[src/hw/rtl/tr2t_div_cell.sv]
// ----------------------------------------------------------------------------
// tr2t_div_cell
// One restoring division step: produces one quotient bit per cell.
// ----------------------------------------------------------------------------
module tr2t_div_cell #(
   parameter int NW = 56,
   parameter int DW = 32,
   parameter int SW = 33
) (
   input  logic          clock,
   input  logic          reset,
   input  logic          en,
   input  logic          in_v,
   input  logic [DW-1:0] in_rem,
   input  logic [NW-1:0] in_q,
   input  logic [DW-1:0] in_div,
   input  logic [SW-1:0] in_side,
   output logic          out_v,
   output logic [DW-1:0] out_rem,
   output logic [NW-1:0] out_q,
   output logic [DW-1:0] out_div,
   output logic [SW-1:0] out_side
);

   logic          v_ff;
   logic [DW-1:0] rem_ff, rem_in;
   logic [NW-1:0] q_ff, q_in;
   logic [DW-1:0] div_ff;
   logic [SW-1:0] side_ff;
   logic [DW:0]   trial;
   logic [DW:0]   diff;
   logic          ge;

   always_comb begin
      trial  = {in_rem, in_q[NW-1]};
      diff   = trial - {1'b0, in_div};
      ge     = (trial >= {1'b0, in_div});
      rem_in = ge ? diff[DW-1:0] : trial[DW-1:0];
      q_in   = {in_q[NW-2:0], ge};
   end

   always_ff @(posedge clock) begin
      if (reset) begin
         v_ff <= 1'b0;
      end else if (en) begin
         v_ff <= in_v;
      end
   end

   always_ff @(posedge clock) begin
      if (en) begin
         rem_ff  <= rem_in;
         q_ff    <= q_in;
         div_ff  <= in_div;
         side_ff <= in_side;
      end
   end

   assign out_v    = v_ff;
   assign out_rem  = rem_ff;
   assign out_q    = q_ff;
   assign out_div  = div_ff;
   assign out_side = side_ff;

endmodule

[config.mk]
export PLATFORM = sky130hd
export DESIGN_NAME = tr2t_div_cell
export DESIGN_NICKNAME = d
export VERILOG_FILES = /design/src/hw/rtl/tr2t_div_cell.sv
export SDC_FILE = /design/constraint.sdc
export NUM_CORES = 1
export LEC_CHECK = 0
export ABC_CLOCK_PERIOD_IN_PS = 6900
export BUFFER_PORTS_ARGS = -buffer_cell sky130_fd_sc_hd__buf_2
export CAP_MARGIN = 10
export CORE_AREA = 2 2 122 124
export CTS_BUF_LIST = sky130_fd_sc_hd__clkbuf_4
export DETAILED_ROUTE_END_ITERATION = 8
export DIE_AREA = 0 0 124 126
export GPL_ROUTABILITY_DRIVEN = 1
export PLACE_DENSITY = 0.82
export SYNTH_ARGS = -nofsm -noshare
export SYNTH_HDL_FRONTEND = slang
export SYNTH_SLANG_ARGS = --single-unit
export TNS_END_PERCENT = 1
[constraint.sdc]
create_clock -name clock -period 6.9 [get_ports clock]
set_input_delay 1.38 -clock clock [delete_from_list [all_inputs] [get_ports clock]]
set_output_delay 1.38 -clock clock [all_outputs]
set_load 0.1 [all_outputs]
=== Word level (Yosys, flattened, before mapping) ===
Index checks and enable logic that the tools add are counted.

* Word-level logic and storage cells: 8
* Bits in registers: 154

* $add $sub $neg: 1
* Magnitude comparators: 1
* Mux-type cells: 1

{| class="wikitable"
|+ Operators with widths
! cell !! count
|-
| greater-or-equal comparator 33 x 32 -> 1 bit || 1
|-
| two-way mux 32 bit || 1
|-
| subtractor 32 bit || 1
|}

=== Logic depth before layout (Yosys ltp) ===
* Word-level depth: 2
* Gate-level depth with buffers: 13
* Depth with buffers taken out: 12

=== Least setup slack after synthesis ===
No wires, ideal clock.

* Kind: input-to-reg
* Start: input port in_div[7]
* End: register rem_ff[13], in the netlist out_rem[13], data pin
* Arrival time: 3889 ps
* Buffers on the path: 2
* Path slack: 2749 ps
* Required time: 6638 ps
* Stages on the path: 12
* Path through: inv_1 ha_1 buf_2 nand4_1 or4_1 a21oi_1 nor3_1 a211oi_2 o21ai_2 o31ai_4 buf_4 mux2_1

* Word-level cells in the longest chain between the ends: 2
* Elaborated cells between the ends (all ways): 3
* Classes of those cells: add/sub: 1; order compare: 1; mux: 1

{| class="wikitable"
|+ Ends and longest elaborated chain
! item !! line !! source
|-
| start, declared || 16 || <nowiki>input logic [DW-1:0] in_div,</nowiki>
|-
| subtractor 32 bit / greater-or-equal comparator 33 x 32 -> 1 bit (equally long branches) || 36, 37 ||
|-
| two-way mux 32 bit (*) || 38 || <nowiki>rem_in = ge ? diff[DW-1:0] : trial[DW-1:0];</nowiki>
|-
| net rem_in[13] || 26 || <nowiki>logic [DW-1:0] rem_ff, rem_in;</nowiki>
|-
| end signal, assigned || 52 || <nowiki>rem_ff <= rem_in;</nowiki>
|-
| end, declared || 26 ||
|}

Mark *: on every way through the listed nets, which the timed path passes. The rest lies on a longest branch.
A chain may end at the register's enable or synchronous reset.

=== Worst setup path in the final report ===
* Start: input port in_div[15]
* End: register rem_ff[4], in the netlist out_rem[4], data pin

* Word-level cells in the longest chain between the ends: 2

{| class="wikitable"
|+ Ends and longest elaborated chain
! item !! line !! source
|-
| greater-or-equal comparator 33 x 32 -> 1 bit || 37 || <nowiki>ge = (trial >= {1'b0, in_div});</nowiki>
|-
| two-way mux 32 bit || 38 ||
|-
| net rem_in[4] || 26 ||
|}

The timed path passes the listed nets, and every way through them passes these cells.

==> results by group <==
Outcome
  – Outcome: finished, final reports clean

Place
  – Placer Congestion: 0.9000
  – Dpl cells: 978
  – Hpwl dp: 15.26 mm
  – Buffers on Ports: 310

Global route
  – First-pass GRT wire length: 27.84 mm
  – Vias in the first global route: 5,126
  – Total GRT Usage: 0.2451
  – Pin count of the biggest net entering global routing: 87
  – Initial antenna violation count: 3
  – GRT overflow: 0

Die
  – Die Ht: 126 um
  – Core Footprint: 14,310 um^2
  – Std cell rows: 44
  – Die area: 15,620 um^2
  – Initial Util: 0.4775
  – I/O pin cnt: 311
  – Horiz. Die Dim: 124 um

Routing
  – Post-route ant nets: 0
  – Vias per inst: 5.219
  – Number of remaining DRC errors: 0
  – WL final: 19.65 mm
  – Drt wl/cell: 19.36 um
  – Pre-Repair DR Iteration Count: 5
  – DR vias: 5,297
  – First DRT Iteration DRCs: 550

STA
  – Slew @ Worst Pin: 894.9 ps
  – Fin Setup TNS: 0 ps
  – Worst Hold Slack: 513.7 ps
  – Slew HR: 0.4034
  – Fin crit share: 0.6313
  – Clock Skews: 0 ps
  – Final setup fails: 0
  – Hold Fails Final Rpt: 0
  – RSZ-0062 raised after global routing: no
  – Fmax: 229.6 MHz
  – Slew Viols, Final: 0
  – Tmin final: 4356 ps

Synthesis
  – Async set or reset register ratio after synthesis: 0
  – Synthesis Warnings: 0
  – Synth Area in Compound Gates: 0.1076
  – Yosys reg bits: 154
  – Post-Syn Area: 6835 um^2
  – Synth top area share: 0.6722
  – Main area contributors after synthesis: edfxtp_1 67%, ha_1 5.9%, a21oi_1 4.0%
  – Seq/Total Area, Yosys: 0.6751
  – Mapped Cells: 499
  – Distinct cells, synth: 48
  – Yosys top cell by area: edfxtp_1
  – Synth Area in Simple Gates: 0.06681
  – Multiplexer area fraction after synthesis: 0.02087
  – Leading register cell type out of synthesis: edfxtp_1
  – Post-Synth XOR/XNOR Area: 0.03460
  – Syn Nets: 689
  – Largest family of logic cells by synthesized area: compound AO/OA/AOI/OAI gates
  – Syn avg cell area: 13.70 um^2
  – Adder-Cell Fraction of Synth Area: 0.06150
  – Post-synth EDFFs: 153

Clock network
  – Hold-fix buffers, CTS: 0
  – H-tree depth: 4
  – CTS sink cnt: 154
  – Resize count post-CTS: 0
  – Maximum buffer depth of the clock tree: 2
  – Root Buffer Master: clkbuf_4
  – CTS buffer count: 17
  – Clk slew on worst S/H paths: 140 ps
  – CTS tree: done
  – Postcts setup bufs: 0
  – Skew-Pair Late Insertion Delay: 570 ps

Power
  – Maximum vdd drop: 0.1455 mV
  – Pwr/cell area: 310.3 nW/um^2
  – Leak: 3.953 nW

Critical path
  – CP Launch Type: input port
  – Crit. End Element: flop
  – Crit path arrival time: 4670 ps
  – CP Max Fanout: 35
  – Req. time, crit path: 7220 ps
  – Setup CP Type: in2reg

Final layout
  – Most common cell after layout, fill and taps aside: buf_2
  – Commonest non-fill, non-tap cells in the layout: 309 x buf_2, 153 x edfxtp_1, 54 x a21oi_1
  – Final Net Count: 1,003
  – Non-Filler Instances: 1,015
  – Area Growth Syn to Fin: 29.62%
  – Share of cells above drive strength 1: 0.4298

Flow run
  – # Max-Cap Violations: 0

Worst hold path
  – Worst hold-check path type: reg2reg
area by class of cell:
cell class / count / area, um^2
diodes: 5 / 12.51
clock buffers: 21 / 157.7
clock inverters: 11 / 125.1
fillers: 1180 / 5454
inverters: 38 / 142.6
multi-input cells: 290 / 1992
flip-flops and latches: 154 / 4614
well taps: 184 / 230.2
repair buffers: 312 / 1585
final timing paths:
| check | start | endpoint | slack [ps] | depth (start not counted) |
|---|---|---|---|---|
| min | out_v | out_v | 510 | 2 |
| max | in_div[15] | out_rem[4] | 2540 | 12 |
| min reg2reg | out_v | out_v | 510 | 2 |
| max reg2reg | out_v | out_v | 6310 | 2 |
state kept, by name, summed over array words and instances, names as in the netlist:
| name | count |
|---|---|
| out_q | 56 |
| out_div | 32 |
| out_v | 1 |
| out_side | 33 |
| out_rem | 32 |
logic make-up after synthesis:
logic type	count (synthesis)
flops	154
buf+inv	55
fa+ha+maj	33
xor+xnor	27
mux	13
compound gates	118
simple gates	99
through the flow:
stage	power (mW)	utilization	setup WS, ps	cell area (um^2)
after global routing	2.846	0.6186	2324	8855
after global placement	2.198	0.5983	2066	8564
after floorplan	2.007	-	2749	6835
after detailed placement	2.211	0.5983	1935	8564
final	2.749	0.6190	2544	8860
after CTS	2.762	0.6181	2553	8847
synth_stat cells (3+ instances only):
library cell,instances
edfxtp_1,153
a21oi_1,54
inv_1,38
nor2_1,37
ha_1,32
nand2_1,27
o21ai_0,16
xnor2_1,16
a21o_1,12
xor2_1,11
buf_2,8
nand3_1,8
nand4_1,7
mux2_2,6
o21a_1,6
a31oi_1,5
clkbuf_1,5
mux2_1,4
nand2b_1,4
nor4_1,4
o211ai_1,4
a211oi_1,3
buf_4,3
mux2i_1,3
o21bai_1,3
power by group:
group	internal, mW	leakage, nW	switching [mW]	total [mW]
sequential	1.13	1.51	0.0235	1.16
combinational	0.183	2.29	0.850	1.03
clock	0.232	0.154	0.325	0.557
worst max-delay path, cell delays in order:
cell	delay (ps)
buf_2	110
inv_1	50
ha_1	430
nand4_1	200
or4_1	490
a21oi_1	120
nor3_1	90
a211oi_2	240
o21ai_2	160
o31ai_4	750
buf_12	290
mux2_2	350
layer usage:
metal	part of all wire	vias to the layer above	global-route usage
met5	0	-	0
met4	0.026	0	0.08989
met3	0.087	35	0.07065
met2	0.50	239	0.4205
met1	0.38	2524	0.2909
li1	-	2499	-
Power figures use the tool's default switching activity.
