--- src/hw/rtl/tr2t_pkg.sv ---
// ----------------------------------------------------------------------------
// tr2t_pkg
// Types and constants shared by the raw-to-temperature converter and its cells.
// ----------------------------------------------------------------------------
package tr2t_pkg;

   localparam int RAW_W       = 16;
   localparam int TEMP_W      = 19;
   localparam int OBJ_W       = 32;
   localparam int CSR_IDX_W   = 3;
   localparam int CSR_DATA_W  = 40;

   localparam int GAIN_W      = 32;
   localparam int RATIO_W     = 40;
   localparam int PB_W        = 24;
   localparam int PF_W        = 24;

   localparam int LOG_FRAC    = 24;
   localparam int EXP_W       = 6;
   localparam int L2_W        = EXP_W + LOG_FRAC;
   localparam int LN_W        = 30;
   localparam int MANT_W      = 32;
   localparam int NORM_W      = 64;
   localparam int NORM_STAGES = 6;

   localparam int DIV1_NW     = RATIO_W + 16;
   localparam int DIV1_DW     = 32;
   localparam int DIV2_NW     = 48;

   localparam int TEMP_MAX       = 200000;
   localparam int KELVIN_CENTI   = 27315;
   localparam int K_W            = 18;
   localparam logic [31:0] LN2_Q32 = 32'd2977044472;
   localparam logic [7:0] BYTE_MASK = 8'h0ff;

   localparam logic [GAIN_W-1:0]  RST_GAIN   = 32'd65536;
   localparam logic [31:0]        RST_OFFSET = 32'd0;
   localparam logic [RATIO_W-1:0] RST_RATIO  = 40'd430716672;
   localparam logic [PB_W-1:0]    RST_B      = 24'd384256;
   localparam logic [PF_W-1:0]    RST_F      = 24'd65536;
   localparam logic [31:0]        RST_O      = 32'hFFE3_5400;

   typedef enum logic [CSR_IDX_W-1:0] {
      CSR_SWAP   = 3'd0,
      CSR_GAIN   = 3'd1,
      CSR_OFFSET = 3'd2,
      CSR_RATIO  = 3'd3,
      CSR_B      = 3'd4,
      CSR_F      = 3'd5,
      CSR_O      = 3'd6
   } csr_index_type;

endpackage

--- src/hw/rtl/tr2t_norm_cell.sv ---
// ----------------------------------------------------------------------------
// tr2t_norm_cell
// One normalizing shift step: moves the word left by a fixed amount when the
// top bits are zero and counts the shift.
// ----------------------------------------------------------------------------
module tr2t_norm_cell #(
   parameter int SH = 32,
   parameter int SW = 33
) (
   input  logic                         clock,
   input  logic                         reset,
   input  logic                         en,
   input  logic                         in_v,
   input  logic [tr2t_pkg::NORM_W-1:0]  in_x,
   input  logic [tr2t_pkg::EXP_W-1:0]   in_lz,
   input  logic [SW-1:0]                in_side,
   output logic                         out_v,
   output logic [tr2t_pkg::NORM_W-1:0]  out_x,
   output logic [tr2t_pkg::EXP_W-1:0]   out_lz,
   output logic [SW-1:0]                out_side
);
   import tr2t_pkg::*;

   logic              v_ff;
   logic [NORM_W-1:0] x_ff, x_in;
   logic [EXP_W-1:0]  lz_ff, lz_in;
   logic [SW-1:0]     side_ff;
   logic              top_zero;

   always_comb begin
      top_zero = (in_x[NORM_W-1 -: SH] == '0);
      x_in     = top_zero ? (in_x << SH) : in_x;
      lz_in    = top_zero ? (in_lz + EXP_W'(SH)) : in_lz;
   end

   always_ff @(posedge clock) begin
      if (reset) begin
         v_ff <= 1'b0;
      end else if (en) begin
         v_ff <= in_v;
      end
   end

   always_ff @(posedge clock) begin
      if (en) begin
         x_ff    <= x_in;
         lz_ff   <= lz_in;
         side_ff <= in_side;
      end
   end

   assign out_v    = v_ff;
   assign out_x    = x_ff;
   assign out_lz   = lz_ff;
   assign out_side = side_ff;

endmodule

--- config.mk ---
export PLATFORM = sky130hd
export DESIGN_NAME = tr2t_norm_cell
export DESIGN_NICKNAME = d
export VERILOG_FILES = /design/src/hw/rtl/tr2t_pkg.sv /design/src/hw/rtl/tr2t_norm_cell.sv
export SDC_FILE = /design/constraint.sdc
export NUM_CORES = 1
export LEC_CHECK = 0
export ABC_AREA = 1
export BUFFER_PORTS_ARGS = -buffer_cell sky130_fd_sc_hd__buf_2
export CORE_MARGIN = 2
export CORE_UTILIZATION = 44
export CTS_CLUSTER_SIZE = 20
export DETAILED_ROUTE_END_ITERATION = 8
export PLACE_DENSITY = 0.86
export SLEW_MARGIN = 20
export SYNTH_ARGS = -nofsm -noshare
export SYNTH_HDL_FRONTEND = slang
export SYNTH_SLANG_ARGS = --single-unit
--- constraint.sdc ---
create_clock -name clock -period 1.8 [get_ports clock]
set_input_delay 0.36 -clock clock [delete_from_list [all_inputs] [get_ports clock]]
set_output_delay 0.36 -clock clock [all_outputs]
set_load 0.005 [all_outputs]
After elaboration in Yosys (flattened, before gate mapping)
Index checks and enable logic that the tools add are counted.
{"block": "word_totals", "out_inout_bits": 104, "wordCells": 9, "ff_bits": 104}
{"block": "classes", "add_sub_neg": 1, "reduce_logical": 1, "n_mux": 2}
{"op": "$mux 64", "count": 1}
{"op": "$logic_not 32->1", "count": 1}
{"op": "$add 6x6->6 const B", "count": 1}
{"op": "$mux 6", "count": 1}

Depth between registers and ports, before layout
{"block": "depth", "word_depth": 2, "mapped_depth": 9, "ltp_nobuf": 7}

Worst setup path after synthesis
No wires, ideal clock.
{"block": "synth_path", "path_kind": "input to register", "start": "in in_x[40] (netlist name)", "end": "reg x_ff[0] (netlist: out_x[0]), data pin", "arrival_time_ps": 1112, "path_stages": 8, "path_buffers": 2, "slack_ps": 436, "path_cell_list": "nor2_1 nand2_1 nor2_1 nand2_1 nor2_1 buf_4 buf_4 nor2_1"}
{"block": "synth_between", "elab_chain_cells": 1}
{"item": "start: declaration", "line_no": "tr2t_norm_cell.sv:14", "rtl": "input logic [tr2t_pkg::NORM_W-1:0] in_x,"}
{"item": "$logic_not 32->1", "line_no": "tr2t_norm_cell.sv:31", "rtl": "top_zero = (in_x[NORM_W-1 -: SH] == '0);"}
{"item": "end signal: assignment", "line_no": "tr2t_norm_cell.sv:46", "rtl": "x_ff <= x_in;"}
{"item": "end: declaration", "line_no": "tr2t_norm_cell.sv:25", "rtl": "logic [NORM_W-1:0] x_ff, x_in;"}
Every way passes these cells.
A chain may end at the register's enable or synchronous reset.

Worst setup path in the final report
{"block": "layout_path", "start": "in in_x[38] (netlist name)", "end": "reg x_ff[29] (netlist: out_x[29]), data pin"}
The elaborated chain is that of the path after synthesis.

==> run_results.csv <==
group,metric,value,unit
status,status,"finished clean",
cells_and_area,syn_to_final_growth,35.5,%
power_and_ir_drop,intPower,3740,uW
cells_and_area,postLayoutCellArea,0.00531,mm^2
worst_setup_path,crit_type,"in -> reg",
timing,layout_min_cycle_time,1340,ps
timing,setup-violations-final,0,
timing,drv_slew,0,
global_route,grtUsageMet1,21.3,%
detailed_routing,drt_wl_total,8890,um
cells_and_area,nNetsFinal,632,
clocking,cts_sinks,104,
power_and_ir_drop,seqPwrFrac,60.9,%
global_route,overflow,0,
worst_setup_path,reg2reg_from,"out_v",
cells_and_area,finalNonFillerCells,637,
power_and_ir_drop,p_clk_share,29.0,%
power_and_ir_drop,irDropWorstVdd,0.470,mV
place,place_area,0.00512,mm^2
timing,worstMarginPinSlew,360,ps
floorplan,core_area,0.00868,mm^2
worst_setup_path,required,1900,ps
global_route,grt_busiest_layer,"met2",
worst_setup_path,crit_path_end,"out_x[29]",
timing,hold_violations,0,
clocking,cts_hold_repair.buffers,0,
worst_hold_path,hold_path.class,"in -> reg",
detailed_routing,first_pass_iters,4,
clocking,ctsHtreeMaxLevel,3,
floorplan,die_x,98.3,um
place,hpwl,6880,um
worst_setup_path,ff2ff_setup_slack,1200,ps
floorplan,start_util,45.1,%
power_and_ir_drop,power_density,902,mW/mm^2
clocking,path_clk_slew,100,ps
clocking,worstSkewPairLatency,360,ps
clocking,cts_root_buffer,"clkbuf_8",
detailed_routing,ant_nets,0,
clocking,clockBufferDepth,2,
power_and_ir_drop,leakagePower,0.00256,uW
power_and_ir_drop,power,4790,uW
global_route,antenna_found_initial,0,
synthesis,syn_inst,307,
clocking,post_cts_buffers,0,
floorplan,dieHeight,98.3,um
synthesis,synth_seq_cells,104,
worst_setup_path,arrival,1430,ps
timing,fin_crit_sh,74.2,%
synthesis,syn_nets,414,
global_route,grt_pass1_vias,2854,
detailed_routing,drc_errors,0,
power_and_ir_drop,comb_power_share,10.1,%
worst_hold_path,hp-start,"reset",
place,place_inst,622,
timing,max_slew_margin,76.0,%
clocking,cts_tree,"yes",
global_route,track_usage,18.4,%
detailed_routing,vias,2838,
floorplan,dieArea,0.00967,mm^2
detailed_routing,via_per_inst,4.46,
global_route,grt_max_degree,45,
worst_setup_path,start_kind,"input port",
synthesis,yosysUniqueCellTypes,11,
cells_and_area,antenna_cells,0,
worst_setup_path,endpoint_kind,"flop",
timing,clock.fmax,748,MHz
synthesis,yosysTopAreaCell,"edfxtp_1",
global_route,gr-usage-met3,5.44,%
synthesis,yosysTopAreaCellShare,79.0,%
timing,clock_skew,0,ps
global_route,grt_pass1_wl,13700,um
worst_setup_path,timing.rr.end,"out_v",
synthesis,ys_seq_area_share,79.5,%
floorplan,rows,34,
timing,finalSetupTns,0,ps
cells_and_area,drive_above_1_share,43.1,%
timing,grt_setup_unrepaired,"no",
power_and_ir_drop,switchingPower,1050,uW
synthesis,synthTopCellsByArea,"edfxtp_1 (79%), nand2_1 (7.2%), inv_1 (6.2%)",
worst_setup_path,critPathMaxFanout,43,
place,place.port_buffers,210,
run,maxCapViolCount,0,
place,gp_congestion,0.823,
synthesis,netlist_area,0.00392,mm^2
floorplan,ios,211,
clocking,post_cts_resized,0,
synthesis,ys_warn_count,0,
worst_setup_path,cp-startpoint,"in_x[38]",
worst_setup_path,r2r_cells,2,
synthesis,syn_area_per_cell,12.8,um^2
global_route,grt_util_met2,32.3,%
detailed_routing,wire_per_inst,14.0,um
timing,whs,142,ps
power_and_ir_drop,p_sw_share,21.9,%
detailed_routing,drt_iter0_drc,108,
clocking,cts_buffers,9,
-- power by group through the flow --
stage,Combinational (uW),Sequential (uW),Clock (uW)
after floorplan,67.6,3000,0
after global placement,471,2960,0
after detailed placement,488,2980,0
after CTS,490,2920,1430
after global routing,536,2940,1510
final,483,2920,1390
-- synth_stat cells (all sizes together) --
library cell  instances
mux2i                 1
edfxtp              103
o21ai                 1
buf                   7
nand3                 1
nor2                 53
nand2                75
dfxtp                 1
inv                  65
-- state kept, by name, summed over array words and instances (netlist names) --
register / count
out_x: 64
out_side: 33
out_v: 1
out_lz: 6
-- cell type report --
type / count / area [um^2]
clock buffer: 9 / 124
clock inverter: 6 / 60.1
fill: 709 / 3370
inverter: 65 / 244
multi-input combinational: 131 / 508
sequential: 104 / 3110
tap: 108 / 135
timing repair buffer: 214 / 1120
-- metal layers --
layer / wire length [um] / vias to the layer above
li1: - / 1398
met1: 3400 / 1289
met2: 4550 / 139
met3: 795 / 12
met4: 153 / 0
met5: 0 / -
-- critical path, stage by stage --
cell     delay [ps]
buf_2           100
nor2_1          110
nand2_1          70
nor2_1          140
nand2_1         120
nor2_4          210
buf_12          230
nor2_1           70
-- placed cells by master, fill, tap and decap left out --
cell and n:
nand2_1 75, buf_2 209, clkbuf_8 9, mux2i_1 1, bufinv_16 1, clkinv_4 1, inv_6 1, o21ai_0 1
clkinv_2 1, edfxtp_1 103, dfxtp_1 1, clkinv_1 2, nor2_1 52, nand3_1 1, nor2_4 1, inv_1 65
buf_12 3, buf_4 2
-- worst min-delay path by stage --
stage               endpoint  cells past startpoint
floorplan              out_v                      1
global placement       out_v                      2
detailed placement     out_v                      2
CTS                    out_v                      2
global route           out_v                      2
finish                 out_v                      2
-- kinds of logic after synthesis --
kind of cell	count (synthesis)	share of synthesized area, %
AO/OA/AOI/OAI	1	0.128
buffers and inverters	72	7.70
AND/OR/NAND/NOR	129	12.4
flip-flops	104	79.5
multiplexers	1	0.256
-- stage by stage --
stage                     util, %  worst slack (ps)
after floorplan                 -               436
after global placement       59.0               106
after detailed placement     59.0              61.9
after CTS                    61.1               455
after global routing         61.1               341
final                        61.1               464
Note: power is estimated with default switching activity, not from simulation.
