File: src/hw/rtl/tr2t_pkg.sv
// ----------------------------------------------------------------------------
// tr2t_pkg
// Types and constants shared by the raw-to-temperature converter and its cells.
// ----------------------------------------------------------------------------
package tr2t_pkg;

   localparam int RAW_W       = 16;
   localparam int TEMP_W      = 19;
   localparam int OBJ_W       = 32;
   localparam int CSR_IDX_W   = 3;
   localparam int CSR_DATA_W  = 40;

   localparam int GAIN_W      = 32;
   localparam int RATIO_W     = 40;
   localparam int PB_W        = 24;
   localparam int PF_W        = 24;

   localparam int LOG_FRAC    = 24;
   localparam int EXP_W       = 6;
   localparam int L2_W        = EXP_W + LOG_FRAC;
   localparam int LN_W        = 30;
   localparam int MANT_W      = 32;
   localparam int NORM_W      = 64;
   localparam int NORM_STAGES = 6;

   localparam int DIV1_NW     = RATIO_W + 16;
   localparam int DIV1_DW     = 32;
   localparam int DIV2_NW     = 48;

   localparam int TEMP_MAX       = 200000;
   localparam int KELVIN_CENTI   = 27315;
   localparam int K_W            = 18;
   localparam logic [31:0] LN2_Q32 = 32'd2977044472;
   localparam logic [7:0] BYTE_MASK = 8'h0ff;

   localparam logic [GAIN_W-1:0]  RST_GAIN   = 32'd65536;
   localparam logic [31:0]        RST_OFFSET = 32'd0;
   localparam logic [RATIO_W-1:0] RST_RATIO  = 40'd430716672;
   localparam logic [PB_W-1:0]    RST_B      = 24'd384256;
   localparam logic [PF_W-1:0]    RST_F      = 24'd65536;
   localparam logic [31:0]        RST_O      = 32'hFFE3_5400;

   typedef enum logic [CSR_IDX_W-1:0] {
      CSR_SWAP   = 3'd0,
      CSR_GAIN   = 3'd1,
      CSR_OFFSET = 3'd2,
      CSR_RATIO  = 3'd3,
      CSR_B      = 3'd4,
      CSR_F      = 3'd5,
      CSR_O      = 3'd6
   } csr_index_type;

endpackage

File: src/hw/rtl/tr2t_sqr_cell.sv
// ----------------------------------------------------------------------------
// tr2t_sqr_cell
// One log2 fraction step: squares the Q1.31 mantissa and yields one bit.
// ----------------------------------------------------------------------------
module tr2t_sqr_cell #(
   parameter int SW = 39
) (
   input  logic                          clock,
   input  logic                          reset,
   input  logic                          en,
   input  logic                          in_v,
   input  logic [tr2t_pkg::MANT_W-1:0]   in_m,
   input  logic [tr2t_pkg::LOG_FRAC-1:0] in_frac,
   input  logic [SW-1:0]                 in_side,
   output logic                          out_v,
   output logic [tr2t_pkg::MANT_W-1:0]   out_m,
   output logic [tr2t_pkg::LOG_FRAC-1:0] out_frac,
   output logic [SW-1:0]                 out_side
);
   import tr2t_pkg::*;

   logic                  v_ff;
   logic [MANT_W-1:0]     m_ff, m_in;
   logic [LOG_FRAC-1:0]   frac_ff, frac_in;
   logic [SW-1:0]         side_ff;
   logic [2*MANT_W-1:0]   sq;
   logic [MANT_W:0]       t;

   always_comb begin
      sq      = (2*MANT_W)'(in_m) * (2*MANT_W)'(in_m);
      t       = sq[2*MANT_W-1:MANT_W-1];
      m_in    = t[MANT_W] ? t[MANT_W:1] : t[MANT_W-1:0];
      frac_in = {in_frac[LOG_FRAC-2:0], t[MANT_W]};
   end

   always_ff @(posedge clock) begin
      if (reset) begin
         v_ff <= 1'b0;
      end else if (en) begin
         v_ff <= in_v;
      end
   end

   always_ff @(posedge clock) begin
      if (en) begin
         m_ff    <= m_in;
         frac_ff <= frac_in;
         side_ff <= in_side;
      end
   end

   assign out_v    = v_ff;
   assign out_m    = m_ff;
   assign out_frac = frac_ff;
   assign out_side = side_ff;

endmodule

File: config.mk
export PLATFORM = sky130hd
export DESIGN_NAME = tr2t_sqr_cell
export DESIGN_NICKNAME = d
export VERILOG_FILES = /design/src/hw/rtl/tr2t_pkg.sv /design/src/hw/rtl/tr2t_sqr_cell.sv
export SDC_FILE = /design/constraint.sdc
export NUM_CORES = 2
export LEC_CHECK = 0
export BUFFER_PORTS_ARGS = -buffer_cell sky130_fd_sc_hd__clkbuf_2
export CAP_MARGIN = 20
export CORE_ASPECT_RATIO = 1.75
export CORE_MARGIN = 8
export CORE_UTILIZATION = 26
export DETAILED_ROUTE_END_ITERATION = 8
export GPL_TIMING_DRIVEN = 1
export SYNTH_ARGS = -nofsm -noshare
export SYNTH_HDL_FRONTEND = slang
export SYNTH_SLANG_ARGS = --single-unit
File: constraint.sdc
create_clock -name clock -period 30.5 [get_ports clock]
set_input_delay 9.15 -clock clock [delete_from_list [all_inputs] [get_ports clock]]
set_output_delay 9.15 -clock clock [all_outputs]
set_load 0.005 [all_outputs]
---- After elaboration in Yosys (flattened, before gate mapping) ----
Index checks and enable logic that the tools add are counted.
storage, ports and cells
  register bits ........................... 96
  input bits .............................. 99
  output and inout bits ................... 96
  word-level logic and storage cells ...... 7
operators by class
  $mul .................................... 1
  muxes and demuxes ....................... 1
operators by type and width
  kind                                            number
  32-bit by 32-bit multiplier with 64-bit output  1
  31-bit 2-to-1 mux                               1

---- Logic depth before layout (Yosys ltp) ----
  word-level depth ........................ 2
  mapped depth ............................ 29

---- Least setup slack after synthesis ----
No wires, ideal clock.
  kind .................................... input port to flip-flop
  start point ............................. input in_m[26] in the netlist's numbering
  end point ............................... register m_ff[6], in the netlist out_m[6] (data pin)
  data arrival time ....................... 16.374 ns
  required time ........................... 30.240 ns
  setup slack ............................. 13.866 ns
  stages .................................. 27
  path buffers ............................ 4
  cells stage by stage .................... clkbuf_1 -> clkbuf_1 -> nand2_1 -> fa_1 -> fa_1 -> inv_1 -> fa_1 -> inv_1 -> fa_1 -> inv_1 -> fa_1 -> fa_1 -> fa_1 -> inv_1 -> fa_1 -> inv_1 -> ha_1 -> clkbuf_1 -> a21oi_1 -> o21ai_0 -> a21oi_1 -> and2_1 -> a2111o_1 -> and3_4 -> nor3_4 -> buf_6 -> mux2_4
on the way
  cells in the longest elaborated chain, start to end .. 2
ends and longest elaborated chain
  element                                         line                 source
  from (decl)                                     tr2t_sqr_cell.sv:12  input logic [tr2t_pkg::MANT_W-1:0] in_m,
  32-bit by 32-bit multiplier with 64-bit output  tr2t_sqr_cell.sv:30  sq = (2*MANT_W)'(in_m) * (2*MANT_W)'(in_m);
  31-bit 2-to-1 mux                               tr2t_sqr_cell.sv:32  m_in = t[MANT_W] ? t[MANT_W:1] : t[MANT_W-1:0];
  net m_in[6]                                     tr2t_sqr_cell.sv:23  logic [MANT_W-1:0] m_ff, m_in;
  to (signal assigned)                            tr2t_sqr_cell.sv:46  m_ff <= m_in;
  to (decl)                                       tr2t_sqr_cell.sv:23
The timed path passes the listed nets, and every way through them passes these cells.
A chain may end at the register's enable or synchronous reset.

---- Final worst setup path ----
  start point ............................. input in_m[16] in the netlist's numbering
  end point ............................... register m_ff[30], in the netlist out_m[30] (data pin)
Same word-level chain as after synthesis.

==> run_results.csv <==
group,metric,value,unit
drt,first_iter_violations,935,
drt,first_pass_iters,5,
setup_path,reg2regPathDepth,2,
setup_path,start_kind,"input pin",
worst_hold_path,min_path_type,"reg -> reg",
clocking,cts_root_buf,"clkbuf_16",
worst_hold_path,worstHoldStart,"out_v$_SDFFE_PP0P_",
synthesis,synth_area_leaders,"fa_1 49%, ha_1 12%, inv_1 11%, edfxtp_1 8.8%, and2_1 4.5%",
finish,syn2layout_area_growth,9.51,%
die,die_area,137000,um2
synthesis,syn-num-nets,4504,
finish,final_cell_mix,"979 x inv_1, 791 x fa_1, 300 x ha_1",
clocking,cts_resized,0,
drt,wl_per_cell,17.9,um
setup_path,arrival,18.11,ns
setup_path,crit_family,"adder cells",
drt,vias,22700,
finish,seq_area,2870,um2
worst_hold_path,whs_endpoint,"out_v$_SDFFE_PP0P_",
grt,grt_pass1_vias,26500,
clocking,ctsHoldBuffers,0,
synthesis,synth_top_area_share,0.486,
synthesis,synth_cell_types,60,
setup_path,worstSetupPathType,"in -> reg",
clocking,cts-htree-levels,3,
grt,use_met1,0.123,
outcome,outcome,"finished, final reports clean",
synthesis,yosysWarnings,0,
timing,setup-violations-final,0,
grt,met3_usage,0.0150,
placement,place_congestion,0.869,
timing,setup_tns,0,ns
synthesis,yosys.area.top_type,"fa_1",
drt,avgViaCountPerCell,4.46,
timing,skew,0,ns
clocking,clock-sinks,96,
finish,final_common_cell,"inv_1",
worst_hold_path,min_path_cells,2,
setup_path,cpMaxStageDelayCell,"fa_1",
die,core_area,125000,um2
synthesis,synth-seq-area-share,0.0882,
clocking,post_cts_buffers,0,
finish,multiInputGateArea,25500,um2
synthesis,syn_area_per_cell,9.83,um2
clocking,cts_made_buffers,9,
die,die_w,284,um
die,io-pin-count,195,
setup_path,path_buf_inv,6,
timing,finalCritPeriodShare,0.591,
setup_path,reg2reg_slack,29.90,ns
drt,drtAntennaViolNets,0,
placement,io_buffers,193,
timing,setup_slack,12.49,ns
die,placementRows,172,
clocking,insertion_delay,0.35,ns
synthesis,async_flop_share,0,
setup_path,endpoint_kind,"register",
placement,dp_hpwl,73.7,mm
timing,hold_slack,0.522,ns
finish,fin_nets,4611,
setup_path,cp.required,30.60,ns
grt,grt_max_degree,62,
grt,grtUsageMet2,0.276,
grt,antenna_found_initial,4,
grt,grt_busiest_layer,"met2",
clocking,cts.path.max_buffers,2,
synthesis,synth_edf_count,95,
timing,tightest_slew,1.15,ns
grt,grt_pass1_wl,143,mm
timing,fmax,55.5,MHz
setup_path,slowest_delay,0.59,ns
timing,rsz0062_at_grt,"false",
run,max_cap_violations,0,
drt,route.detailed.drc,0,
placement,place_inst,5062,
grt,grt_use_total,0.133,
setup_path,crit_fanout,32,
synthesis,syn_area,32600,um2
setup_path,reg2reg_from,"out_v$_SDFFE_PP0P_",
setup_path,r2r-end,"out_v$_SDFFE_PP0P_",
finish,nFillCells,13200,
timing,period_needed,18.01,ns
grt,grt_overflow,0,
placement,dp_worst_setup_slack,12.09,ns
finish,finalNonFillerCells,5080,
die,die_y,484,um
synthesis,synth_seq_cells,96,
synthesis,ys.flop_type,"edfxtp_1",
clocking,path_clk_slew,0.07,ns
timing,hold_viol,0,
timing,slew_headroom,0.236,
setup_path,cpMostUsedCell,"fa_1",
finish,drive_above_1_share,0.0777,
clocking,cts_tree,"yes",
timing,slew_viol_final,0,
die,initial_utilization,0.261,
synthesis,synthCells,3314,
drt,drt-total-wl,90.8,mm
==> worst max-delay path by stage <==
stage	slack [ns]	from	end	depth (start not counted)
after detailed placement	12.09	in_m[16]	out_m[5]$_DFFE_PP_	25
final	12.49	in_m[16]	out_m[30]$_DFFE_PP_	25
after global routing	12.21	in_m[16]	out_m[30]$_DFFE_PP_	25
after global placement	12.08	in_m[16]	out_m[5]$_DFFE_PP_	25
after floorplan	13.87	in_m[26]	out_m[6]$_DFFE_PP_	27
after CTS	12.44	in_m[16]	out_m[5]$_DFFE_PP_	25
==> layer usage <==
metal / up-vias / wire (um)
li1: 9966 / -
met1: 11800 / 28000
met2: 656 / 53100
met3: 294 / 3690
met4: 4 / 5990
met5: - / 14
==> cells in the mapped netlist (all sizes together), types with 2 or more instances <==
| master | count |
|---|---|
| or2 | 7 |
| o21bai | 14 |
| o211ai | 5 |
| a41oi | 3 |
| nor4 | 3 |
| ha | 300 |
| a221oi | 2 |
| and4 | 3 |
| clkbuf | 121 |
| or3 | 7 |
| and2 | 232 |
| a31o | 11 |
| nor2b | 10 |
| o21ai | 42 |
| a31oi | 18 |
| nor3 | 9 |
| edfxtp | 95 |
| buf | 4 |
| nor3b | 2 |
| fa | 791 |
| xnor2 | 41 |
| mux2i | 27 |
| a2111oi | 2 |
| nor2 | 57 |
| nand3 | 15 |
| mux2 | 7 |
| o31ai | 5 |
| nand2b | 2 |
| inv | 979 |
| and3 | 7 |
| a21o | 38 |
| a21oi | 69 |
| a211o | 5 |
| nand4 | 21 |
| nand2 | 292 |
| o21a | 5 |
| xor2 | 38 |
| a211oi | 8 |
| a2111o | 2 |
==> cells by family after synthesis <==
group | count (synthesis) | synth area share
adder cells (fa/ha/maj) | 1091 | 0.602
XOR/XNOR | 79 | 0.0212
flip-flops | 96 | 0.0882
multiplexers | 34 | 0.0112
buffers and inverters | 1105 | 0.128
AO/OA/AOI/OAI | 240 | 0.0481
AND/OR/NAND/NOR | 669 | 0.102
==> stage by stage <==
stage | instance area, um2 | util
final | 35700 | 0.286
after global routing | 35700 | 0.286
after CTS | 35600 | 0.285
after detailed placement | 35300 | 0.283
after global placement | 35300 | 0.283
after floorplan | 32600 | -
==> worst min-delay path: cells and delay by family (launching register included) <==
kind / cells / cell delay, ns
DFF: 1 / 0.34
muxes: 1 / 0.07
and+or+nand+nor: 1 / 0.07
==> area by class of cell <==
class	instances	share of cell area
clock buffers	9	0.00632
repair buffers	221	0.0336
flip-flops and latches	96	0.0806
multi-input cells	2113	0.716
clock inverters	6	0.00256
well taps	1653	0.0580
inverters	980	0.103
diodes	2	0.000140
==> sequential cells by signal, summed over array words and instances, names as in the netlist <==
signal,count
out_side,39
out_frac,24
out_v,1
out_m,32
Power is not shown: default switching activity piles up to over one toggle a cycle in this logic, so the estimate is an artifact.
